[config.mk]
export PLATFORM = sky130hd
export DESIGN_NAME = text_line_whitespace_normalizer_top
export DESIGN_NICKNAME = d
export VERILOG_FILES = /design/src/tlwn_pkg.sv /design/src/text_line_whitespace_normalizer_top.sv /design/src/tlwn_fifo.sv /design/src/tlwn_front.sv /design/src/tlwn_back.sv
export SDC_FILE = /design/constraint.sdc
export NUM_CORES = 1
export LEC_CHECK = 0
export ABC_AREA = 1
export BUFFER_PORTS_ARGS = -buffer_cell sky130_fd_sc_hd__buf_4
export CAP_MARGIN = 20
export CELL_PAD_IN_SITES_DETAIL_PLACEMENT = 0
export CELL_PAD_IN_SITES_GLOBAL_PLACEMENT = 1
export CORE_MARGIN = 2
export CORE_UTILIZATION = 43
export DETAILED_ROUTE_END_ITERATION = 8
export PLACE_DENSITY = 0.86
export SKIP_CTS_REPAIR_TIMING = 1
export SLEW_MARGIN = 20
export SYNTH_ARGS = -nofsm -noshare
export SYNTH_HDL_FRONTEND = slang
export SYNTH_SLANG_ARGS = --single-unit
[constraint.sdc]
create_clock -name clk -period 3.5 [get_ports clk]
set_clock_uncertainty 0.2 [all_clocks]
set_input_delay 0.7 -clock clk [delete_from_list [all_inputs] [get_ports clk]]
set_output_delay 0.7 -clock clk [all_outputs]
set_load 0.05 [all_outputs]
[src/tlwn_pkg.sv]
`timescale 1ns / 1ps
// ----------------------------------------------------------------------------
// tlwn_pkg
// Shared types, codes and helpers of the text line whitespace normaliser.
// ----------------------------------------------------------------------------
package tlwn_pkg;

  localparam logic [7:0] CH_SPACE = 8'h20;
  localparam logic [7:0] CH_TAB   = 8'h09;
  localparam logic [7:0] CH_NL    = 8'h0A;
  localparam logic [7:0] CH_UP_A  = 8'h41;
  localparam logic [7:0] CH_UP_Z  = 8'h5A;
  localparam logic [7:0] CASE_GAP = 8'h20;

  localparam logic [3:0] TAB_WIDTH_RST = 4'd2;

  localparam logic [2:0] CFG_FOLD_CASE     = 3'd0;
  localparam logic [2:0] CFG_DROP_ALL      = 3'd1;
  localparam logic [2:0] CFG_COLLAPSE      = 3'd2;
  localparam logic [2:0] CFG_EXPAND_TABS   = 3'd3;
  localparam logic [2:0] CFG_TRIM_TRAILING = 3'd4;
  localparam logic [2:0] CFG_SKIP_BLANK    = 3'd5;
  localparam logic [2:0] CFG_TAB_WIDTH     = 3'd6;

  localparam int CMD_Q_DEPTH = 2;
  localparam int RES_Q_DEPTH = 2;

  typedef enum logic [2:0] {
    OP_NOP,
    OP_EMIT,
    OP_SPACES,
    OP_HOLD,
    OP_FLUSH,
    OP_EOL
  } op_t;

  typedef enum logic [1:0] {
    WS_SPACE,
    WS_TAB,
    WS_NL
  } ws_code_t;

  typedef struct packed {
    op_t        op;
    logic [7:0] ch;
    logic [3:0] n;
    logic       blank;
    logic       need_out;
  } cmd_t;

  typedef struct packed {
    logic [7:0] ch;
    logic       line_end;
    logic       last;
    logic       ovf;
  } res_t;

  function automatic logic is_ws(input logic [7:0] c);
    return (c == CH_SPACE) || (c == CH_TAB) || (c == CH_NL);
  endfunction

  function automatic logic [7:0] fold_lc(input logic [7:0] c, input logic en);
    if (en && (c >= CH_UP_A) && (c <= CH_UP_Z)) begin
      return c + CASE_GAP;
    end
    return c;
  endfunction

  function automatic ws_code_t ws_enc(input logic [7:0] c);
    ws_code_t k;
    unique case (c)
      CH_TAB:  k = WS_TAB;
      CH_NL:   k = WS_NL;
      default: k = WS_SPACE;
    endcase
    return k;
  endfunction

  function automatic logic [7:0] ws_dec(input ws_code_t k);
    logic [7:0] c;
    unique case (k)
      WS_TAB:  c = CH_TAB;
      WS_NL:   c = CH_NL;
      default: c = CH_SPACE;
    endcase
    return c;
  endfunction

endpackage

[src/text_line_whitespace_normalizer_top.sv]
`timescale 1ns / 1ps
// ----------------------------------------------------------------------------
// text_line_whitespace_normalizer_top
// Normalises text lines byte by byte: case folding, whitespace drop/collapse,
// tab expansion, trailing whitespace trimming and blank line skipping.
//
//   channel  handshake        payload
//   input    push / full      in_action, in_char_in
//   result   pop / empty      out_char_out, out_line_end, out_last,
//                             out_trim_overflow
//   config   cfg_we           cfg_index, cfg_data
//
// An expanded tab is emitted or held as tab_width spaces, and as none when
// tab_width is zero. A flush replays the held store and then emits its byte;
// a store read waits when the store was written in the previous cycle.
// Reset is synchronous; no clearing pass, the held store is filled before use.
// The command queue decouples intake from a stalled back end or result port.
// ----------------------------------------------------------------------------
module text_line_whitespace_normalizer_top #(
  parameter int HOLD_DEPTH = 32
) (
  input  logic       clk,
  input  logic       rst_n,
  input  logic       push,
  output logic       full,
  input  logic       in_action,
  input  logic [7:0] in_char_in,
  output logic       empty,
  input  logic       pop,
  output logic [7:0] out_char_out,
  output logic       out_line_end,
  output logic       out_last,
  output logic       out_trim_overflow,
  input  logic       cfg_we,
  input  logic [2:0] cfg_index,
  input  logic [3:0] cfg_data
);

  import tlwn_pkg::*;

  cmd_t cmd_in;
  cmd_t cmd_head;
  logic cmd_push;
  logic cmd_empty;
  logic cmd_pop;
  res_t res_in;
  res_t res_head;
  logic res_push;
  logic res_full;

  tlwn_front u_front (
    .clk        (clk),
    .rst_n      (rst_n),
    .cfg_we     (cfg_we),
    .cfg_index  (cfg_index),
    .cfg_data   (cfg_data),
    .push       (push),
    .full       (full),
    .in_action  (in_action),
    .in_char_in (in_char_in),
    .cmd_push   (cmd_push),
    .cmd        (cmd_in)
  );

  tlwn_fifo #(
    .DEPTH (CMD_Q_DEPTH),
    .T     (cmd_t)
  ) u_cmd_q (
    .clk     (clk),
    .rst_n   (rst_n),
    .wr_en   (cmd_push),
    .wr_data (cmd_in),
    .full    (full),
    .rd_en   (cmd_pop),
    .rd_data (cmd_head),
    .empty   (cmd_empty)
  );

  tlwn_back #(
    .HOLD_DEPTH (HOLD_DEPTH)
  ) u_back (
    .clk       (clk),
    .rst_n     (rst_n),
    .cmd       (cmd_head),
    .cmd_valid (!cmd_empty),
    .cmd_pop   (cmd_pop),
    .res_full  (res_full),
    .res_push  (res_push),
    .res       (res_in)
  );

  tlwn_fifo #(
    .DEPTH (RES_Q_DEPTH),
    .T     (res_t)
  ) u_res_q (
    .clk     (clk),
    .rst_n   (rst_n),
    .wr_en   (res_push),
    .wr_data (res_in),
    .full    (res_full),
    .rd_en   (pop),
    .rd_data (res_head),
    .empty   (empty)
  );

  assign out_char_out      = res_head.ch;
  assign out_line_end      = res_head.line_end;
  assign out_last          = res_head.last;
  assign out_trim_overflow = res_head.ovf;

  a_res_no_overrun: assert property (@(posedge clk) disable iff (!rst_n)
    res_push |-> !res_full)
    else $error("result pushed into a full queue");

  a_cmd_pop_valid: assert property (@(posedge clk) disable iff (!rst_n)
    cmd_pop |-> !cmd_empty)
    else $error("command popped from an empty queue");

  a_reset_empty: assert property (@(posedge clk)
    !rst_n |=> (empty && !full))
    else $error("queues not empty after reset");

  a_line_end_form: assert property (@(posedge clk) disable iff (!rst_n)
    (!empty && out_line_end) |-> (out_char_out == 8'd0 && out_last))
    else $error("line end result malformed");

endmodule

[src/tlwn_fifo.sv]
`timescale 1ns / 1ps
// ----------------------------------------------------------------------------
// tlwn_fifo
// Small register queue used between the front, the back and the result port.
// ----------------------------------------------------------------------------
module tlwn_fifo #(
  parameter int  DEPTH = 2,
  parameter type T     = logic
) (
  input  logic clk,
  input  logic rst_n,
  input  logic wr_en,
  input  T     wr_data,
  output logic full,
  input  logic rd_en,
  output T     rd_data,
  output logic empty
);

  localparam int PW = (DEPTH > 1) ? $clog2(DEPTH) : 1;
  localparam int CW = $clog2(DEPTH + 1);

  T                mem [DEPTH];
  logic [PW-1:0]   wr_ptr_r;
  logic [PW-1:0]   rd_ptr_r;
  logic [CW-1:0]   cnt_r;
  logic            do_wr;
  logic            do_rd;

  assign full    = (cnt_r == CW'(DEPTH));
  assign empty   = (cnt_r == '0);
  assign do_wr   = wr_en && !full;
  assign do_rd   = rd_en && !empty;
  assign rd_data = mem[rd_ptr_r];

  always_ff @(posedge clk) begin
    if (do_wr) begin
      mem[wr_ptr_r] <= wr_data;
    end
  end

  always_ff @(posedge clk) begin
    if (!rst_n) begin
      wr_ptr_r <= '0;
      rd_ptr_r <= '0;
      cnt_r    <= '0;
    end else begin
      if (do_wr) begin
        wr_ptr_r <= (wr_ptr_r == PW'(DEPTH - 1)) ? '0 : wr_ptr_r + 1'b1;
      end
      if (do_rd) begin
        rd_ptr_r <= (rd_ptr_r == PW'(DEPTH - 1)) ? '0 : rd_ptr_r + 1'b1;
      end
      if (do_wr && !do_rd) begin
        cnt_r <= cnt_r + 1'b1;
      end else if (do_rd && !do_wr) begin
        cnt_r <= cnt_r - 1'b1;
      end
    end
  end

endmodule

[src/tlwn_front.sv]
`timescale 1ns / 1ps
// ----------------------------------------------------------------------------
// tlwn_front
// Configuration registers and per-byte classification into back-end commands.
// ----------------------------------------------------------------------------
module tlwn_front (
  input  logic              clk,
  input  logic              rst_n,
  input  logic              cfg_we,
  input  logic [2:0]        cfg_index,
  input  logic [3:0]        cfg_data,
  input  logic              push,
  input  logic              full,
  input  logic              in_action,
  input  logic [7:0]        in_char_in,
  output logic              cmd_push,
  output tlwn_pkg::cmd_t    cmd
);

  import tlwn_pkg::*;

  logic       fold_r;
  logic       drop_r;
  logic       collapse_r;
  logic       expand_r;
  logic       trim_r;
  logic       skip_r;
  logic [3:0] tab_w_r;
  logic       prev_ws_r;
  logic       prev_ws_nxt;
  logic       had_in_r;
  logic       had_in_nxt;
  logic [7:0] c;
  logic       ws;
  logic       tab_x;

  assign cmd_push = push && !full;
  assign c        = fold_lc(in_char_in, fold_r);
  assign ws       = is_ws(c);
  assign tab_x    = (c == CH_TAB) && expand_r;

  always_comb begin
    cmd          = '0;
    cmd.op       = OP_NOP;
    cmd.ch       = c;
    cmd.n        = 4'd1;
    prev_ws_nxt  = prev_ws_r;
    had_in_nxt   = had_in_r;
    if (in_action) begin
      cmd.op       = OP_EOL;
      cmd.ch       = '0;
      cmd.blank    = !had_in_r && skip_r;
      cmd.need_out = drop_r;
      prev_ws_nxt  = 1'b0;
      had_in_nxt   = 1'b0;
    end else begin
      had_in_nxt  = 1'b1;
      prev_ws_nxt = ws;
      if (drop_r) begin
        cmd.op = ws ? OP_NOP : OP_EMIT;
      end else if (collapse_r) begin
        cmd.op = (ws && prev_ws_r) ? OP_NOP : OP_EMIT;
      end else if (trim_r) begin
        if (ws) begin
          cmd.op = OP_HOLD;
          if (tab_x) begin
            cmd.ch = CH_SPACE;
            cmd.n  = tab_w_r;
          end
        end else begin
          cmd.op = OP_FLUSH;
        end
      end else if (tab_x) begin
        cmd.op = OP_SPACES;
        cmd.ch = CH_SPACE;
        cmd.n  = tab_w_r;
      end else begin
        cmd.op = OP_EMIT;
      end
    end
  end

  always_ff @(posedge clk) begin
    if (!rst_n) begin
      fold_r     <= 1'b0;
      drop_r     <= 1'b0;
      collapse_r <= 1'b0;
      expand_r   <= 1'b0;
      trim_r     <= 1'b0;
      skip_r     <= 1'b0;
      tab_w_r    <= TAB_WIDTH_RST;
      prev_ws_r  <= 1'b0;
      had_in_r   <= 1'b0;
    end else begin
      if (cfg_we) begin
        unique case (cfg_index)
          CFG_FOLD_CASE:     fold_r     <= cfg_data[0];
          CFG_DROP_ALL:      drop_r     <= cfg_data[0];
          CFG_COLLAPSE:      collapse_r <= cfg_data[0];
          CFG_EXPAND_TABS:   expand_r   <= cfg_data[0];
          CFG_TRIM_TRAILING: trim_r     <= cfg_data[0];
          CFG_SKIP_BLANK:    skip_r     <= cfg_data[0];
          CFG_TAB_WIDTH:     tab_w_r    <= cfg_data;
          default:           ;
        endcase
      end
      if (cmd_push) begin
        prev_ws_r <= prev_ws_nxt;
        had_in_r  <= had_in_nxt;
      end
    end
  end

endmodule

[src/tlwn_back.sv]
`timescale 1ns / 1ps
// ----------------------------------------------------------------------------
// tlwn_back
// Command execution: held whitespace store, repeats, flushes and line ends.
// ----------------------------------------------------------------------------
module tlwn_back #(
  parameter int HOLD_DEPTH = 32
) (
  input  logic              clk,
  input  logic              rst_n,
  input  tlwn_pkg::cmd_t    cmd,
  input  logic              cmd_valid,
  output logic              cmd_pop,
  input  logic              res_full,
  output logic              res_push,
  output tlwn_pkg::res_t    res
);

  import tlwn_pkg::*;

  localparam int CW = $clog2(HOLD_DEPTH + 1);
  localparam int AW = (HOLD_DEPTH > 1) ? $clog2(HOLD_DEPTH) : 1;

  ws_code_t       hold_mem [HOLD_DEPTH];
  ws_code_t       mem_q;
  logic           mem_we;
  logic [AW-1:0]  rd_addr;
  logic           q_ok_r;
  logic [CW-1:0]  cnt_r;
  logic [CW-1:0]  cnt_nxt;
  logic [CW-1:0]  idx_r;
  logic [CW-1:0]  idx_nxt;
  logic [3:0]     stp_r;
  logic [3:0]     stp_nxt;
  logic           ovf_r;
  logic           ovf_nxt;
  logic           lho_r;
  logic           lho_nxt;
  logic           last_step;
  logic           keep;

  assign last_step = (stp_r == (cmd.n - 4'd1));
  assign keep      = !cmd.blank && !(cmd.need_out && !lho_r);
  assign rd_addr   = idx_nxt[AW-1:0];

  always_comb begin
    cmd_pop  = 1'b0;
    res_push = 1'b0;
    res      = '0;
    res.ovf  = ovf_r;
    mem_we   = 1'b0;
    cnt_nxt  = cnt_r;
    idx_nxt  = idx_r;
    stp_nxt  = stp_r;
    ovf_nxt  = ovf_r;
    lho_nxt  = lho_r;
    if (cmd_valid) begin
      unique case (cmd.op)
        OP_NOP: begin
          cmd_pop = 1'b1;
          cnt_nxt = '0;
        end
        OP_EMIT: begin
          if (!res_full) begin
            res_push = 1'b1;
            res.ch   = cmd.ch;
            res.last = 1'b1;
            cmd_pop  = 1'b1;
            cnt_nxt  = '0;
          end
        end
        OP_SPACES: begin
          if (cmd.n == 4'd0) begin
            cmd_pop = 1'b1;
            cnt_nxt = '0;
          end else if (!res_full) begin
            res_push = 1'b1;
            res.ch   = cmd.ch;
            res.last = last_step;
            if (last_step) begin
              cmd_pop = 1'b1;
              cnt_nxt = '0;
              stp_nxt = '0;
            end else begin
              stp_nxt = stp_r + 4'd1;
            end
          end
        end
        OP_HOLD: begin
          if (cmd.n == 4'd0) begin
            cmd_pop = 1'b1;
          end else if (cnt_r < CW'(HOLD_DEPTH) || !res_full) begin
            if (cnt_r < CW'(HOLD_DEPTH)) begin
              mem_we  = 1'b1;
              cnt_nxt = cnt_r + 1'b1;
            end else begin
              ovf_nxt  = 1'b1;
              res_push = 1'b1;
              res.ch   = cmd.ch;
              res.ovf  = 1'b1;
              res.last = last_step;
            end
            if (last_step) begin
              cmd_pop = 1'b1;
              stp_nxt = '0;
            end else begin
              stp_nxt = stp_r + 4'd1;
            end
          end
        end
        OP_FLUSH: begin
          if (idx_r != cnt_r) begin
            if (q_ok_r && !res_full) begin
              res_push = 1'b1;
              res.ch   = ws_dec(mem_q);
              idx_nxt  = idx_r + 1'b1;
            end
          end else if (!res_full) begin
            res_push = 1'b1;
            res.ch   = cmd.ch;
            res.last = 1'b1;
            cmd_pop  = 1'b1;
            cnt_nxt  = '0;
            idx_nxt  = '0;
          end
        end
        OP_EOL: begin
          if (!keep || !res_full) begin
            if (keep) begin
              res_push     = 1'b1;
              res.line_end = 1'b1;
              res.last     = 1'b1;
            end
            cmd_pop = 1'b1;
            cnt_nxt = '0;
            ovf_nxt = 1'b0;
            lho_nxt = 1'b0;
          end
        end
        default: begin
          cmd_pop = 1'b1;
        end
      endcase
    end
    if (res_push && !res.line_end) begin
      lho_nxt = 1'b1;
    end
  end

  always_ff @(posedge clk) begin
    if (mem_we) begin
      hold_mem[cnt_r[AW-1:0]] <= ws_enc(cmd.ch);
    end
    mem_q <= hold_mem[rd_addr];
  end

  always_ff @(posedge clk) begin
    if (!rst_n) begin
      q_ok_r <= 1'b0;
      cnt_r  <= '0;
      idx_r  <= '0;
      stp_r  <= '0;
      ovf_r  <= 1'b0;
      lho_r  <= 1'b0;
    end else begin
      q_ok_r <= !mem_we;
      cnt_r  <= cnt_nxt;
      idx_r  <= idx_nxt;
      stp_r  <= stp_nxt;
      ovf_r  <= ovf_nxt;
      lho_r  <= lho_nxt;
    end
  end

endmodule

==> results.md <==
Global routing:
- The number of antenna violations at the first check in global routing is 0.
- Entering global routing, the biggest net connects 34 pins.
- In the global route stage, overall resource usage came out at 0.184.
- Summed over all layers, the global routing overflow is 0.
- The first-pass GRT wire length is around 29 mm.
- The via count of the first global-routing pass is slightly below 6000.

Power:
- Of the total power, the share spent switching nets is 0.332.
- The proportion of power drawn by combinational gates is 0.276.
- Of the total power, registers draw 0.401.
- The maximum ir drop on the vdd rail is about 0.39 mV.
- In this run the static leakage power is 3.96 nW.
- The analysis attributes to net switching a power of about 2.0 mW.
- The internal portion of the total power is about 4 mW.
- In this run the power density over the cells is between 600 and 700 mW/mm^2.
- Of the total power, the clock network draws 0.323.

Status:
- The flow ran to the end, and the final reports show no timing, DRC or antenna violations.

Cells and area:
- The post-route standard cell area excluding fillers is roughly 0.0094 sq mm.
- The final layout contains about 1000 nets.
- The count of inserted antenna diode cells is 0.
- From synthesis to final layout, the design area changed by 14.8%.
- Of the cells placed in the final design, the portion with a size suffix greater than 1 is 0.141.
- The total of fill cells in the finished design is 1710.

Yosys:
- The fraction of the yosys area taken by sequential cells is 0.546.
- For this run, the leading register cell type out of synthesis is sky130_fd_sc_hd__edfxtp_1.
- Averaged over all synthesized cells, the footprint is between 8 and 9 sq um.
- Counting flops and latches in the post-synthesis netlist gives 163.
- The commonest cells after synthesis are sky130_fd_sc_hd__nand2_1 (155), sky130_fd_sc_hd__inv_1 (154), sky130_fd_sc_hd__edfxtp_1 (120).
- The compound-cell area share of the yosys netlist is 0.0633.
- The largest area contributor in the synthesized netlist is sky130_fd_sc_hd__edfxtp_1.
- By area, the combinational part of the netlist is dominated by simple AND/OR/NAND/NOR gates.
- The most numerous cell in the Yosys netlist is sky130_fd_sc_hd__nand2_1.
- The net count of the mapped netlist is around 950.
- The synthesized netlist contains 44 unique library cells.
- The synthesized-area fraction occupied by and/or/nand/nor cells is 0.246.
- The count of mapped cells out of synthesis is ~920.
- The number of synthesized flops with an enable pin is between 100 and 150.
- Yosys printed 0 warnings.
- Of all flip-flops after synthesis, the portion carrying an async set or reset was 0.
- The mux contribution to synthesized area is 0.0200.
- After synthesis, the cell types taking the most area are sky130_fd_sc_hd__edfxtp_1 (44%), sky130_fd_sc_hd__dfxtp_1 (11%), sky130_fd_sc_hd__nand2_1 (7.1%).
- After synthesis the cells add up to between 0.008 and 0.009 sq mm.
- The share of synthesized cell area in full adder, half adder and majority cells is 0.0199.
- The xor/xnor cell area share of the yosys netlist is 0.0128.
- The area share of the largest cell type after synthesis is 0.440.

Setup path:
- The critical path endpoint category is a register.
- Data on the critical path arrives at its endpoint at ~3.1 ns.
- At the worst endpoint, the required time is roughly 3.6 ns.
- The startpoint type of the worst setup path is a register.
- The critical path start-end classification is register to register.
- The largest fanout on the critical path is 8.

Clock network:
- After clock tree synthesis, the clock-pin slew on the worst setup and hold paths is about 0.06 ns.
- Clock tree synthesis inserted a total of 17 buffers.
- The H-tree was split into 4 levels.
- The number of sinks handled by clock tree synthesis is around 160.
- The TritonCTS clock tree is done.
- The clock reaches the later pin of the worst-skew pair after 0.43 ns.
- Counting along the longest clock path gives a buffer depth of 2.
- The clock root buffer is sky130_fd_sc_hd__clkbuf_16.

Routing:
- The detailed-routing iteration count for the pre-antenna-repair pass is 5.
- After detailed routing, the number of vias per cell comes to approximately 5.
- For this block, the initial DRC count from the detailed router was ~360.
- In the final routed layout, each cell accounts on average for 14.4 um.
- The number of nets still failing antenna checks after routing is 0.
- The routed design has 17.4 mm of wire.
- In the routed design, unresolved DRC markers number 0.
- The via count is 6137.

Floorplan:
- The initialized floorplan defines 50 standard-cell rows.
- Measured along the x axis, the die boundary spans 142 um.
- The I/O pin count is 34.
- The core box area is around 0.019 sq mm.
- For this configuration, the core starts out at a cell density of 0.437.
- The height of the die is around 140 um.
- The total die area is between 0.02 and 0.025 sq mm.

Run:
- The number of max-capacitance violations reported is 0.

Place:
- The HPWL after detailed placement is 12.3 mm.
- The post-place instance area is 0.00879 sq mm.
- The total of buffers placed on input and output ports is 33.
- The placer congestion estimate is around 0.82.

STA:
- The accumulated negative setup slack is 0 ns.
- The final hold violation count came to 0.
- For the pin with the worst max-slew slack, the measured transition is between 0.8 and 0.9 ns.
- The routed design could run at a clock period as short as 3.03 ns.
- The final period utilization is 0.867.
- Timing would allow up to ~0.33 GHz.
- Setup violations remaining at the end of the flow were counted as 0.
- The number of slew-limit violations in the final report is 0.
- The worst slew margin relative to its limit is 0.457.
- Setup repair after global routing left no endpoint under its margin.

Hold path:
- The worst hold path belongs to the class register to register.
[stage by stage]
stage / power (mW) / hold slack (ns) / worst slack, ns / cells / utilization
floorplan: 3.56 / 0.229 / 0.423 / 917 / -
global placement: 3.98 / 0.242 / 0.599 / 1182 / 0.470
detailed placement: 4.00 / 0.246 / 0.410 / 1182 / 0.470
CTS: 5.91 / 0.256 / 0.394 / 1214 / 0.502
global route: 6.18 / 0.278 / 0.142 / 1214 / 0.502
finish: 5.87 / 0.256 / 0.467 / 1214 / 0.502
[path summary, 6_finish.rpt]
check	cells after the start	slack (ns)	end	start
worst min-delay path	2	0.26	u_front.tab_w_r[2]	u_front.tab_w_r[2]
worst max-delay path	18	0.47	u_cmd_q.cnt_r[1]	u_back.cnt_r[2]
worst max register to register	18	0.47	u_cmd_q.cnt_r[1]	u_back.cnt_r[2]
worst min register to register	2	0.26	u_front.tab_w_r[2]	u_front.tab_w_r[2]
[cell type report]
class                   count  area (sq um)  area share
multi-input cells         567          2990       0.318
clock buffers              19           433      0.0461
inverters                 161           604      0.0643
clock inverters            13           175      0.0186
well taps                 234           293      0.0312
flip-flops and latches    163          4460       0.475
repair buffers             57           440      0.0469
[routing by layer]
layer	global-route usage	vias up	routed length, um
met5	0	-	0
met4	0.0653	0	254
met1	0.233	2817	7720
met3	0.0370	23	924
met2	0.315	154	8550
li1	-	3143	-
[logic make-up after synthesis]
kind of cell	count (synthesis)
flops	163
xor+xnor	12
fa+ha+maj	13
simple gates	434
compound gates	93
buf+inv	187
mux	15
[state kept, by name, summed over array words and instances, names as in the netlist, 2 cells and up, named ones only]
register / count
u_cmd_q.cnt_r: 2
u_front.tab_w_r: 4
u_res_q.mem: 22
u_back.hold_mem: 64
u_res_q.cnt_r: 2
u_back.stp_r: 4
u_cmd_q.mem: 34
u_back.mem_q: 2
u_back.cnt_r: 6
u_back.idx_r: 6
[cell usage in the layout (no fill, tap or decap), types with 11 or more instances in the layout]
cell                          n
sky130_fd_sc_hd__a21oi_1     27
sky130_fd_sc_hd__buf_4       56
sky130_fd_sc_hd__clkbuf_16   17
sky130_fd_sc_hd__dfxtp_1     43
sky130_fd_sc_hd__edfxtp_1   120
sky130_fd_sc_hd__ha_1        13
sky130_fd_sc_hd__inv_1      154
sky130_fd_sc_hd__mux2_2      11
sky130_fd_sc_hd__nand2_1    155
sky130_fd_sc_hd__nand3_1     82
sky130_fd_sc_hd__nand4_1     41
sky130_fd_sc_hd__nor2_1     107
sky130_fd_sc_hd__nor3_1      13
sky130_fd_sc_hd__o21ai_0     39
[power by group through the flow]
stage / Sequential (mW) / Clock (mW) / Combinational [mW]
floorplan: 2.35 / 0 / 1.20
global placement: 2.38 / 0 / 1.60
detailed placement: 2.39 / 0 / 1.61
CTS: 2.35 / 1.93 / 1.62
global route: 2.37 / 2.02 / 1.79
finish: 2.35 / 1.90 / 1.62
[worst max-delay path, stage by stage (launching register included)]
cell                      delay [ns]
sky130_fd_sc_hd__dfxtp_1        0.52
sky130_fd_sc_hd__inv_2          0.15
sky130_fd_sc_hd__nand2_1        0.08
sky130_fd_sc_hd__nand2_1        0.04
sky130_fd_sc_hd__nor2_1         0.15
sky130_fd_sc_hd__nand2_1        0.12
sky130_fd_sc_hd__nor2_4         0.16
sky130_fd_sc_hd__nand2_1        0.14
sky130_fd_sc_hd__nor2_1         0.13
sky130_fd_sc_hd__inv_1          0.09
sky130_fd_sc_hd__nand3_1        0.09
sky130_fd_sc_hd__nand2_1        0.06
sky130_fd_sc_hd__nand2_1        0.12
sky130_fd_sc_hd__inv_1          0.06
sky130_fd_sc_hd__ha_1           0.30
sky130_fd_sc_hd__a21oi_1        0.13
sky130_fd_sc_hd__o21ai_0        0.12
sky130_fd_sc_hd__o21ai_0        0.19
sky130_fd_sc_hd__a21oi_1        0.06
Power figures use the tool's default switching activity.
